--- src/rtl/core/pds_pkg.sv ---
`timescale 1ns / 1ps

package pds_pkg;

  // Field and register widths
  localparam int TICK_W     = 24;
  localparam int STEP_W     = 16;
  localparam int PHASE_W    = 3;
  localparam int PROG_W     = 17;
  localparam int QUOT_W     = 16;
  localparam int EN_W       = 4;
  localparam int CFG_IDX_W  = 8;
  localparam int IN_DATA_W  = 16;
  localparam int OUT_DATA_W = 24;

  // Divider iterations, one quotient bit each
  localparam int DIV_STEPS  = QUOT_W;
  localparam int DIV_CNT_W  = $clog2(DIV_STEPS);

  // Phase codes
  localparam logic [PHASE_W-1:0] PH_IDLE    = 3'd0;
  localparam logic [PHASE_W-1:0] PH_STARTUP = 3'd1;
  localparam logic [PHASE_W-1:0] PH_RUNNING = 3'd2;
  localparam logic [PHASE_W-1:0] PH_CLEANUP = 3'd3;
  localparam logic [PHASE_W-1:0] PH_DONE    = 3'd4;

  // Configuration register indexes
  localparam logic [CFG_IDX_W-1:0] REG_STARTUP_TICKS = 8'd0;
  localparam logic [CFG_IDX_W-1:0] REG_RUN_TICKS     = 8'd1;
  localparam logic [CFG_IDX_W-1:0] REG_CLEANUP_TICKS = 8'd2;
  localparam logic [CFG_IDX_W-1:0] REG_PHASE_ENABLES = 8'd3;

  // Progress of one, Q1.16
  localparam logic [PROG_W-1:0] PROG_ONE = 17'h10000;

  // Controller to datapath commands
  typedef struct packed {
    logic accept;
    logic prep;
    logic div_step;
    logic write;
  } pds_cmd_t;

  // Datapath to controller status
  typedef struct packed {
    logic need_div;
    logic out_free;
  } pds_status_t;

endpackage

--- src/rtl/core/pds_ctrl.sv ---
`timescale 1ns / 1ps

module pds_ctrl (
  input  logic                clk,
  input  logic                rst,
  input  logic                s_tvalid,
  output logic                s_tready,
  input  pds_pkg::pds_status_t status,
  output pds_pkg::pds_cmd_t    cmd
);

  localparam logic [1:0] ST_IDLE  = 2'd0;
  localparam logic [1:0] ST_PREP  = 2'd1;
  localparam logic [1:0] ST_DIV   = 2'd2;
  localparam logic [1:0] ST_WRITE = 2'd3;

  logic [1:0]                     state;
  logic [1:0]                     state_next;
  logic [pds_pkg::DIV_CNT_W-1:0]  cnt;
  logic                           cnt_last;

  assign s_tready = (state == ST_IDLE);
  assign cnt_last = (cnt == pds_pkg::DIV_CNT_W'(pds_pkg::DIV_STEPS - 1));

  // Issue commands from the current state
  always_comb begin
    cmd.accept   = (state == ST_IDLE) && s_tvalid;
    cmd.prep     = (state == ST_PREP);
    cmd.div_step = (state == ST_DIV);
    cmd.write    = (state == ST_WRITE) && status.out_free;
  end

  // Sequence one item: accept, prepare, divide if needed, write result
  always_comb begin
    state_next = state;
    case (state)
      ST_IDLE: begin
        if (s_tvalid) state_next = ST_PREP;
      end
      ST_PREP: begin
        state_next = status.need_div ? ST_DIV : ST_WRITE;
      end
      ST_DIV: begin
        if (cnt_last) state_next = ST_WRITE;
      end
      ST_WRITE: begin
        if (status.out_free) state_next = ST_IDLE;
      end
      default: state_next = ST_IDLE;
    endcase
  end

  always_ff @(posedge clk) begin
    if (rst) begin
      state <= ST_IDLE;
      cnt   <= '0;
    end else begin
      state <= state_next;
      if (state == ST_DIV) cnt <= cnt + 1'b1;
      else                 cnt <= '0;
    end
  end

endmodule

--- src/rtl/core/pds_dp.sv ---
`timescale 1ns / 1ps

module pds_dp #(
  parameter int TIME_BITS = 24
) (
  input  logic                               clk,
  input  logic                               rst,
  // configuration writes
  input  logic                               cfg_we,
  input  logic [pds_pkg::CFG_IDX_W-1:0]      cfg_index,
  input  logic [pds_pkg::TICK_W-1:0]         cfg_data,
  // input item
  input  logic [pds_pkg::STEP_W-1:0]         time_step,
  // result item
  output logic                               out_valid,
  input  logic                               out_ready,
  output logic [pds_pkg::PHASE_W-1:0]        current_phase,
  output logic                               phase_entered,
  output logic [pds_pkg::PROG_W-1:0]         progress,
  output logic                               progress_valid,
  // controller link
  input  pds_pkg::pds_cmd_t                  cmd,
  output pds_pkg::pds_status_t               status
);

  localparam int TICK_W = pds_pkg::TICK_W;
  localparam int EW     = (TIME_BITS > TICK_W) ? TIME_BITS : TICK_W;
  localparam int SW     = ((TIME_BITS > pds_pkg::STEP_W) ? TIME_BITS : pds_pkg::STEP_W) + 1;

  // configuration registers
  logic [TICK_W-1:0]             startup_ticks;
  logic [TICK_W-1:0]             run_ticks;
  logic [TICK_W-1:0]             cleanup_ticks;
  logic [pds_pkg::EN_W-1:0]      phase_enables;

  // sequencer state
  logic [pds_pkg::PHASE_W-1:0]   phase;
  logic [TIME_BITS-1:0]          elapsed;

  // per-item work registers
  logic [pds_pkg::STEP_W-1:0]    step;
  logic                          entered;
  logic                          prog_sat;
  logic [TICK_W-1:0]             rem;
  logic [pds_pkg::QUOT_W-1:0]    quot;

  logic [EW-1:0]                 elapsed_x;
  logic                          ge_startup;
  logic                          ge_run;
  logic                          ge_cleanup;
  logic                          sat_now;
  logic [pds_pkg::PHASE_W-1:0]   phase_next;
  logic [TICK_W:0]               rem_shift;
  logic                          rem_ge;
  logic [SW-1:0]                 sum;
  logic [SW-1:0]                 lim;
  logic [TIME_BITS-1:0]          elapsed_sat;
  logic [pds_pkg::PROG_W-1:0]    prog_val;

  assign elapsed_x  = EW'(elapsed);
  assign ge_startup = elapsed_x >= EW'(startup_ticks);
  assign ge_run     = elapsed_x >= EW'(run_ticks);
  assign ge_cleanup = elapsed_x >= EW'(cleanup_ticks);

  // Pick the next phase; a disabled phase falls through to the next test
  always_comb begin
    phase_next = phase;
    case (phase)
      pds_pkg::PH_IDLE: begin
        if (phase_enables[0])      phase_next = pds_pkg::PH_STARTUP;
        else if (phase_enables[1]) phase_next = ge_startup ? pds_pkg::PH_RUNNING : phase;
        else if (phase_enables[2]) phase_next = ge_run ? pds_pkg::PH_CLEANUP : phase;
        else if (phase_enables[3]) phase_next = ge_cleanup ? pds_pkg::PH_DONE : phase;
      end
      pds_pkg::PH_STARTUP: begin
        if (phase_enables[1])      phase_next = ge_startup ? pds_pkg::PH_RUNNING : phase;
        else if (phase_enables[2]) phase_next = ge_run ? pds_pkg::PH_CLEANUP : phase;
        else if (phase_enables[3]) phase_next = ge_cleanup ? pds_pkg::PH_DONE : phase;
      end
      pds_pkg::PH_RUNNING: begin
        if (phase_enables[2])      phase_next = ge_run ? pds_pkg::PH_CLEANUP : phase;
        else if (phase_enables[3]) phase_next = ge_cleanup ? pds_pkg::PH_DONE : phase;
      end
      pds_pkg::PH_CLEANUP: begin
        if (phase_enables[3])      phase_next = ge_cleanup ? pds_pkg::PH_DONE : phase;
      end
      default: phase_next = phase;
    endcase
  end

  // Progress is one with zero run time or elapsed at or past run time
  assign sat_now = (run_ticks == '0) || ge_run;

  // Restoring divide step: one quotient bit per cycle
  assign rem_shift = {rem, 1'b0};
  assign rem_ge    = rem_shift >= {1'b0, run_ticks};

  // Saturating elapsed advance
  assign sum         = SW'(elapsed) + SW'(step);
  assign lim         = SW'({TIME_BITS{1'b1}});
  assign elapsed_sat = (sum > lim) ? elapsed : TIME_BITS'(sum);

  // Progress value for the result
  always_comb begin
    if (phase != pds_pkg::PH_RUNNING) prog_val = '0;
    else if (prog_sat)                prog_val = pds_pkg::PROG_ONE;
    else                              prog_val = {1'b0, quot};
  end

  assign status.need_div = (phase == pds_pkg::PH_RUNNING) && !sat_now;
  assign status.out_free = !out_valid || out_ready;

  // Hold configuration; writes past the register list are dropped
  always_ff @(posedge clk) begin
    if (rst) begin
      startup_ticks <= '0;
      run_ticks     <= '0;
      cleanup_ticks <= '0;
      phase_enables <= '0;
    end else if (cfg_we) begin
      case (cfg_index)
        pds_pkg::REG_STARTUP_TICKS: startup_ticks <= cfg_data;
        pds_pkg::REG_RUN_TICKS:     run_ticks     <= cfg_data;
        pds_pkg::REG_CLEANUP_TICKS: cleanup_ticks <= cfg_data;
        pds_pkg::REG_PHASE_ENABLES: phase_enables <= cfg_data[pds_pkg::EN_W-1:0];
        default: ;
      endcase
    end
  end

  // Advance phase on accept, clearing elapsed on a phase change; advance elapsed on write
  always_ff @(posedge clk) begin
    if (rst) begin
      phase   <= pds_pkg::PH_IDLE;
      elapsed <= '0;
    end else if (cmd.accept) begin
      phase <= phase_next;
      if (phase_next != phase) elapsed <= '0;
    end else if (cmd.write) begin
      if (sum > lim) elapsed <= {TIME_BITS{1'b1}};
      else           elapsed <= elapsed_sat;
    end
  end

  // Per-item work registers
  always_ff @(posedge clk) begin
    if (cmd.accept) begin
      step    <= time_step;
      entered <= (phase_next != phase);
    end
    if (cmd.prep) begin
      prog_sat <= sat_now;
      rem      <= elapsed_x[TICK_W-1:0];
      quot     <= '0;
    end else if (cmd.div_step) begin
      rem  <= rem_ge ? TICK_W'(rem_shift - {1'b0, run_ticks}) : rem_shift[TICK_W-1:0];
      quot <= {quot[pds_pkg::QUOT_W-2:0], rem_ge};
    end
  end

  // Output register
  always_ff @(posedge clk) begin
    if (rst) begin
      out_valid <= 1'b0;
    end else if (cmd.write) begin
      out_valid <= 1'b1;
    end else if (out_ready) begin
      out_valid <= 1'b0;
    end
  end

  always_ff @(posedge clk) begin
    if (cmd.write) begin
      current_phase  <= phase;
      phase_entered  <= entered;
      progress       <= prog_val;
      progress_valid <= (phase == pds_pkg::PH_RUNNING);
    end
  end

endmodule

--- src/rtl/core/phased_delay_sequencer_top.sv ---
`timescale 1ns / 1ps
// Phased delay sequencer.
// Each item on the s_ channel is one time step (time_step ticks). The block
// walks idle -> startup delay -> running -> cleanup delay -> done, gated by
// the phase_enables register, and returns one result item per step on the
// m_ channel: phase after the step, entry flag, and Q1.16 progress while
// running. Registers are written on the cfg_ channel (index 0 startup_ticks,
// 1 run_ticks, 2 cleanup_ticks, 3 phase_enables); write them only while no
// step is in flight. Other indexes are ignored.
// An accepted step passes a prepare state, the divide state when progress
// needs the divide, and a write state into the output register. The restoring
// divider yields one quotient bit per cycle, 16 bits in all. A new step is not
// accepted until the last one is written; s_tready is high only while no step
// is being worked on.
// Reset clears the registers to zero, the phase to idle and elapsed to zero,
// and empties the output register. If the receiver stalls, the finished
// result is held in the output register; the next step is still accepted and
// worked on, and waits for the output register before it is written.
module phased_delay_sequencer_top #(
  parameter int TIME_BITS = 24
) (
  input  logic                              clk,
  input  logic                              rst,
  // input steps
  input  logic                              s_tvalid,
  output logic                              s_tready,
  input  logic [pds_pkg::IN_DATA_W-1:0]     s_tdata,   // [15:0] time_step
  // results
  output logic                              m_tvalid,
  input  logic                              m_tready,
  // [2:0] current_phase, [3] phase_entered, [20:4] progress,
  // [21] progress_valid, [23:22] zero
  output logic [pds_pkg::OUT_DATA_W-1:0]    m_tdata,
  // configuration writes
  input  logic                              cfg_valid,
  output logic                              cfg_ready,
  input  logic [pds_pkg::CFG_IDX_W-1:0]     cfg_index,
  input  logic [pds_pkg::TICK_W-1:0]        cfg_data
);

  pds_pkg::pds_cmd_t            cmd;
  pds_pkg::pds_status_t         status;
  logic [pds_pkg::PHASE_W-1:0]  current_phase;
  logic                         phase_entered;
  logic [pds_pkg::PROG_W-1:0]   progress;
  logic                         progress_valid;

  assign cfg_ready = 1'b1;

  // Pack result fields, lowest first
  assign m_tdata = {2'b00, progress_valid, progress, phase_entered, current_phase};

  pds_ctrl u_ctrl (
    .clk      (clk),
    .rst      (rst),
    .s_tvalid (s_tvalid),
    .s_tready (s_tready),
    .status   (status),
    .cmd      (cmd)
  );

  pds_dp #(
    .TIME_BITS (TIME_BITS)
  ) u_dp (
    .clk            (clk),
    .rst            (rst),
    .cfg_we         (cfg_valid),
    .cfg_index      (cfg_index),
    .cfg_data       (cfg_data),
    .time_step      (s_tdata),
    .out_valid      (m_tvalid),
    .out_ready      (m_tready),
    .current_phase  (current_phase),
    .phase_entered  (phase_entered),
    .progress       (progress),
    .progress_valid (progress_valid),
    .cmd            (cmd),
    .status         (status)
  );

endmodule
--- config.mk ---
export PLATFORM = sky130hd
export DESIGN_NAME = phased_delay_sequencer_top
export DESIGN_NICKNAME = d
export VERILOG_FILES = /design/src/rtl/core/pds_pkg.sv /design/src/rtl/core/pds_ctrl.sv /design/src/rtl/core/pds_dp.sv /design/src/rtl/core/phased_delay_sequencer_top.sv
export SDC_FILE = /design/constraint.sdc
export NUM_CORES = 1
export LEC_CHECK = 0
export BUFFER_PORTS_ARGS = -buffer_cell sky130_fd_sc_hd__buf_2
export CORE_MARGIN = 4
export CORE_UTILIZATION = 65
export DETAILED_ROUTE_END_ITERATION = 8
export GPL_ROUTABILITY_DRIVEN = 1
export PLACE_DENSITY = 0.85
export SYNTH_ARGS = -nofsm -noshare
export SYNTH_HDL_FRONTEND = slang
export SYNTH_SLANG_ARGS = --single-unit
--- constraint.sdc ---
create_clock -name clk -period 7.5 [get_ports clk]
set_input_delay 1.5 -clock clk [delete_from_list [all_inputs] [get_ports clk]]
set_output_delay 1.5 -clock clk [all_outputs]
set_load 0.02 [all_outputs]
# --- Word-level counts from Yosys, hierarchy flattened ---
# Cells that the tools add are included.
totals:
  regBits: 190
  inputBits: 53
  output_inout_bits: 27
  word_cells: 89
classes:
  addsub: 3
  order_cmp: 5
  n_eq_ne: 16
  mux: 23
  bitwise_logic: 1
  n_reduce_logical: 22
ops:
  columns: ["operator", "count"]
  rows:
  - ["24-bit two-way mux", 7]
  - ["24-bit >= comparator", 3]
  - ["24-bit by 16-bit adder with 25-bit output", 1]
  - ["25-bit by 24-bit >= comparator with 1-bit output", 1]
  - ["25-bit by 24-bit > comparator with 1-bit output, second input constant", 1]
  - ["24-bit logical NOT", 1]
  - ["24-bit subtractor", 1]
  - ["3-bit two-way mux", 7]
  - ["17-bit two-way mux", 1]
  - ["8-bit by 2-bit equality test with 1-bit output, second input constant", 2]
  - ["3-bit one-hot mux with 4 select lines", 1]
  - ["2-bit AND reduction", 5]
  - ["8-bit by 1-bit equality test with 1-bit output, second input constant", 1]
  - ["8-bit logical NOT", 1]
  - ["2-bit one-hot mux with 4 select lines", 1]
  - ["3-bit by 2-bit equality test with 1-bit output, second input constant", 2]
  - ["2-bit two-way mux", 3]
  - ["2-bit by 1-bit inequality test with 1-bit output, second input constant", 3]
  - ["2-bit nonzero test", 3]
  - ["4-bit by 1-bit adder with 4-bit output, second input constant", 1]
  - ["2-bit equality test, second input constant", 2]
  - ["4-bit equality test, second input constant", 1]
  - ["2-bit OR reduction", 2]
  - ["3-bit by 1-bit equality test with 1-bit output, second input constant", 1]
  - ["other kinds (12)", 18]

# --- Depth between registers and ports, before layout ---
logic_depth:
  depth_word: 10
  mapped_depth: 12
  ltp_nobuf: 11

# --- Cells and area by module ---
# From an unflattened synthesis, not the netlist that was laid out.
hier_totals:
  hier_cells: 1272
  hier_area_um2: 11279.6
by_module_without_submodules:
  columns: ["module", "n_inst", "cells_per_inst", "area_per_inst_um2", "seq_area_each_um2"]
  rows:
  - ["pds_dp", 1, 1228, 10903.0, 4324.1]
  - ["pds_ctrl", 1, 37, 331.6, 120.1]
  - ["phased_delay_sequencer_top", 1, 7, 45.0, 0.0]

# --- Worst setup path after synthesis ---
# Ideal clock, no wire load.
synth_path:
  path_kind: "input -> register"
  startpoint: "in m_tready"
  endpoint: "reg u_dp.elapsed[18]"
  setup_time_ps: 87
  t_arrival_ps: 3666
  t_required_ps: 7413
  setup_slack_ps: 3747
  cell_stages: 7
  n_path_buf: 1
  path_cell_list: "nor2b_1 -> nor2b_1 -> nand2_1 -> nor2_1 -> clkbuf_1 -> o21ai_0 -> o31ai_1"
synth_rtl:
  columns: ["item", "line_no", "source"]
  rows:
  - ["start, declared", "phased_delay_sequencer_top.sv:30", "input logic m_tready,"]
  - ["end signal, assigned", "pds_dp.sv:140", "if (sum > lim) elapsed <= {TIME_BITS{1'b1}};"]
  - ["end signal, assigned", "pds_dp.sv:141", "else elapsed <= elapsed_sat;"]
  - ["end, declared", "pds_dp.sv:38", "logic [TIME_BITS-1:0] elapsed;"]

# --- Worst setup path after layout ---
layout_path:
  startpoint: "reg u_dp.run_ticks[4]"
  endpoint: "reg u_dp.rem[19], data pin"
layout_via:
  elab_chain_len: 4
  word_cells_on_any_way: 5
  classes_between: "add/sub: 1; order compare: 1; mux: 3"
layout_rtl:
  columns: ["item", "line_no", "source"]
  rows:
  - ["start, declared", "pds_dp.sv:32", "logic [TICK_W-1:0] run_ticks;"]
  - ["start signal, assigned", "pds_dp.sv:123", "pds_pkg::REG_RUN_TICKS: run_ticks <= cfg_data;"]
  - ["24-bit subtractor / 25-bit by 24-bit >= comparator with 1-bit output (equally long branches)", "pds_dp.sv:156, pds_dp.sv:96", null]
  - ["24-bit two-way mux (*)", "pds_dp.sv:156", "rem <= rem_ge ? TICK_W'(rem_shift - {1'b0, run_ticks}) : rem_shift[TICK_W-1:0];"]
  - ["24-bit two-way mux (*)", "pds_dp.sv:155", "end else if (cmd.div_step) begin"]
  - ["24-bit two-way mux (*)", "pds_dp.sv:151", "if (cmd.prep) begin"]
  - ["end signal, assigned", "pds_dp.sv:153", "rem <= elapsed_x[TICK_W-1:0];"]
  - ["end signal, assigned", "pds_dp.sv:156", null]
  - ["end, declared", "pds_dp.sv:44", "logic [TICK_W-1:0] rem;"]
# Every way passes the cells marked *; elsewhere a longest branch is shown, timed or not. The select of a mux whose other input is x is not followed.
# A chain may end at the register's enable or synchronous reset.

==> summary.md <==
| Metric | Value |
|---|---|
| Status | `complete, no violations` |
| Via Count | `roughly 9500` |
| Max cap viols | `0` |
| CP arrival | `3.97 ns` |
| Fraction of layout cells with a size suffix above 1 | `a little over a tenth` |
| CTS-repair resized insts | `0` |
| Aggregate routed wire length | `around 28 mm` |
| RSZ-0062 raised after global routing | `no` |
| Minimum clock period | `between 3 and 4 ns` |
| Largest area contributor in the netlist | `dfxtp_1` |
| DR WL/cell | `between 15 and 20 um` |
| Largest net degree at the start of global routing | `90` |
| Diode count | `0` |
| Max Clock Skew | `0.0125 ns` |
| Worst-Margin Slew | `1.20 ns` |
| Hold Path Class | `register to register` |
| Hold violation count in the final report | `0` |
| Post-DP HPWL | `between 15 and 20 mm` |
| First-pass GRT wire length | `45.0 mm` |
| Compound-Gate Fraction of Synth Area | `between 10% and 20%` |
| CTS Hold Bufs | `0` |
| Sequential-to-total area share from yosys stat | `39.8%` |
| Initial antenna violation count | `0` |
| Fin Hold WS | `~0.45 ns` |
| Most common cell after layout, fill and taps aside | `nand2_1` |
| Area Growth Syn to Fin | `9.43%` |
| PwrDens | `307 nW/um^2` |
| Syn Inst Count | `approximately 1300` |
| Pre-CTS setup slack | `3.33 ns` |
| Initial core utilization | `about 67%` |
| Most frequent cells in the layout | `nand2_1, a21oi_1, dfxtp_1` |
| Peak VDD IR | `202 uV` |
| Fill count | `~1200` |
| Post CTS Setup Buffer Count | `0` |
| Mux share of post-synthesis cell area | `roughly 3.5%` |
| Clk_lat worst skew | `between 0.4 and 0.5 ns` |
| Avg Synthesized Cell Area | `roughly 8.7 sq um` |
| Nets | `between 1500 and 2000` |
| Post-Syn Area | `~11000 sq um` |
| CTS Buf Count | `17` |
| Crit share post-route | `about half` |
| Sequential cell area | `4440 sq um` |
| Drt pass-1 iters | `5` |
| Row Count | `between 40 and 50` |
| Root Buffer | `clkbuf_16` |
| CTS tree | `yes` |
| Die width | `139 um` |
| Commonest register cell after synthesis | `dfxtp_1` |
| Crit Path Category | `register to register` |
| Fin worst setup slack | `between 3 and 4 ns` |
| Core ar. | `approximately 17000 sq um` |
| IO Port Bufs | `76` |
| CTS max path bufs | `2` |
| Post-Synth Adder-Cell Area | `roughly 13%` |
| Post-route ant nets | `0` |
| EDFF count, synth | `64` |
| Number of global-route vias before repair | `between 9000 and 10000` |
| Pwr Total | `0.00375 W` |
| Xor/xnor share of the synthesized area | `~2.7%` |
| Area contributors post-synth | `dfxtp_1, edfxtp_1, ha_1` |
| Crit end category | `register` |
| Placed insts | `approximately 1500` |
| I/O pin count | `80` |
| #FFs+latches synth | `190` |
| Leakage power | `about 4.9 nW` |
| Largest family of logic cells by synthesized area | `simple AND/OR/NAND/NOR gates` |
| Via density per instance | `between 6 and 7` |
| Global route total overflow | `0` |
| Final Wtd Congestion | `0.922` |
| Finished Layout Cells | `between 1500 and 2000` |
| Crit Path Max Fanout | `30` |
| Die height | `approximately 140 um` |
| Synth cell types | `78` |
| Simple-gate area share of the yosys netlist | `18.3%` |
| Setup tns final | `0 ns` |
| # setup viols final | `0` |
| GRT Overall Usage | `between 20% and 30%` |
| Reg clk slew, reported paths | `approximately 0.08 ns` |
| Max Clock Freq | `265 MHz` |
| Clock sink count | `190` |
| Crit path required time | `7.70 ns` |
| Initial DRC Count | `a little over 800` |
| Die area | `approximately 19000 sq um` |
| Multi-input logic area | `a little over 6000 sq um` |
| Type of origin of the critical path | `register` |
| Post-synth top area share | `a little under a quarter` |
| Worst rel slew slack | `between 10% and 20%` |
| Final Max Slew Viols | `0` |
| Synth async-reset ratio | `0%` |
| # DRC | `0` |
| # H-tree levels | `4` |
| Ys Warns | `0` |
-- critical path: stages (launching register included) --
cell      delay [ns]
dfxtp_1         0.37
inv_1           0.08
ha_1            0.39
o211ai_1        0.12
a21oi_1         0.32
o211ai_1        0.15
a21oi_1         0.31
o21bai_1        0.11
a41o_1          0.31
a21boi_4        0.87
o21ai_0         0.22
a31o_2          0.25
-- per-stage QoR --
| step | area, sq um | util [%] |
|---|---|---|
| final | 12200 | 73.1 |
| after floorplan | 11200 | - |
| after global routing | 12200 | 73.1 |
| after detailed placement | 11600 | 69.7 |
| after CTS | 12200 | 73.1 |
| after global placement | 11600 | 69.7 |
-- state kept, by name, summed over array words and instances (netlist names) --
| register | flops |
|---|---|
| u_dp.phase_entered | 1 |
| u_dp.startup_ticks | 24 |
| u_dp.phase_enables | 4 |
| u_dp.cleanup_ticks | 24 |
| u_dp.elapsed | 24 |
| u_dp.quot | 16 |
| u_dp.phase | 3 |
| u_dp.run_ticks | 24 |
| u_dp.rem | 24 |
| u_dp.progress | 17 |
| u_dp.prog_sat | 1 |
| u_ctrl.state | 2 |
| u_dp.out_valid | 1 |
| u_ctrl.cnt | 4 |
| u_dp.step | 16 |
| u_dp.entered | 1 |
| u_dp.progress_valid | 1 |
| u_dp.current_phase | 3 |
-- cell usage after synthesis (all sizes together) (21+ instances only) --
master	count
a21oi	145
and2	21
clkbuf	37
dfxtp	126
edfxtp	64
ha	117
inv	98
mux2i	38
nand2	230
nand3	22
nor2	85
o21ai	61
xnor2	24
-- path summary, 6_finish.rpt --
kind	startpoint	end	slack, ns	cells past startpoint
hold reg to reg	u_dp.entered$_DFFE_PP_	u_dp.phase_entered$_DFFE_PP_	0.45	0
setup / recovery	u_dp.run_ticks[4]$_SDFFE_PP0P_	u_dp.rem[19]$_DFFE_PP_	3.73	11
setup reg to reg	u_dp.run_ticks[4]$_SDFFE_PP0P_	u_dp.rem[19]$_DFFE_PP_	3.73	11
hold / removal	u_dp.entered$_DFFE_PP_	u_dp.phase_entered$_DFFE_PP_	0.45	0
-- power by group --
group,internal [W],switching [W]
clock network,0.000444,0.000450
logic,0.000597,0.000889
registers,0.00128,0.0000826
total,0.00232,0.00142
-- final cells by class --
class | instances | area share (%)
multi-input combinational | 946 | 50.2
sequential | 190 | 36.4
clock buffer | 18 | 3.51
timing repair buffer | 82 | 3.48
inverter | 98 | 3.01
tap | 220 | 2.25
clock inverter | 14 | 1.18
-- cell families (layout without fill, tap and decap cells) --
group | Yosys count | after routing
other cells | 2 | 3
fa+ha+maj | 119 | 119
buf+inv | 149 | 212
simple gates | 450 | 450
mux | 39 | 39
flops | 190 | 190
xor+xnor | 34 | 34
compound gates | 301 | 301
-- metal layers --
metal	part of all wire (%)	global-route usage, %	vias to the layer above
met2	47	47.1	397
met4	3.4	11.6	0
li1	-	-	4600
met5	0	0	-
met1	41	37.5	4419
met3	8.6	4.83	60
No activity file was read; power rests on OpenSTA's default activity.
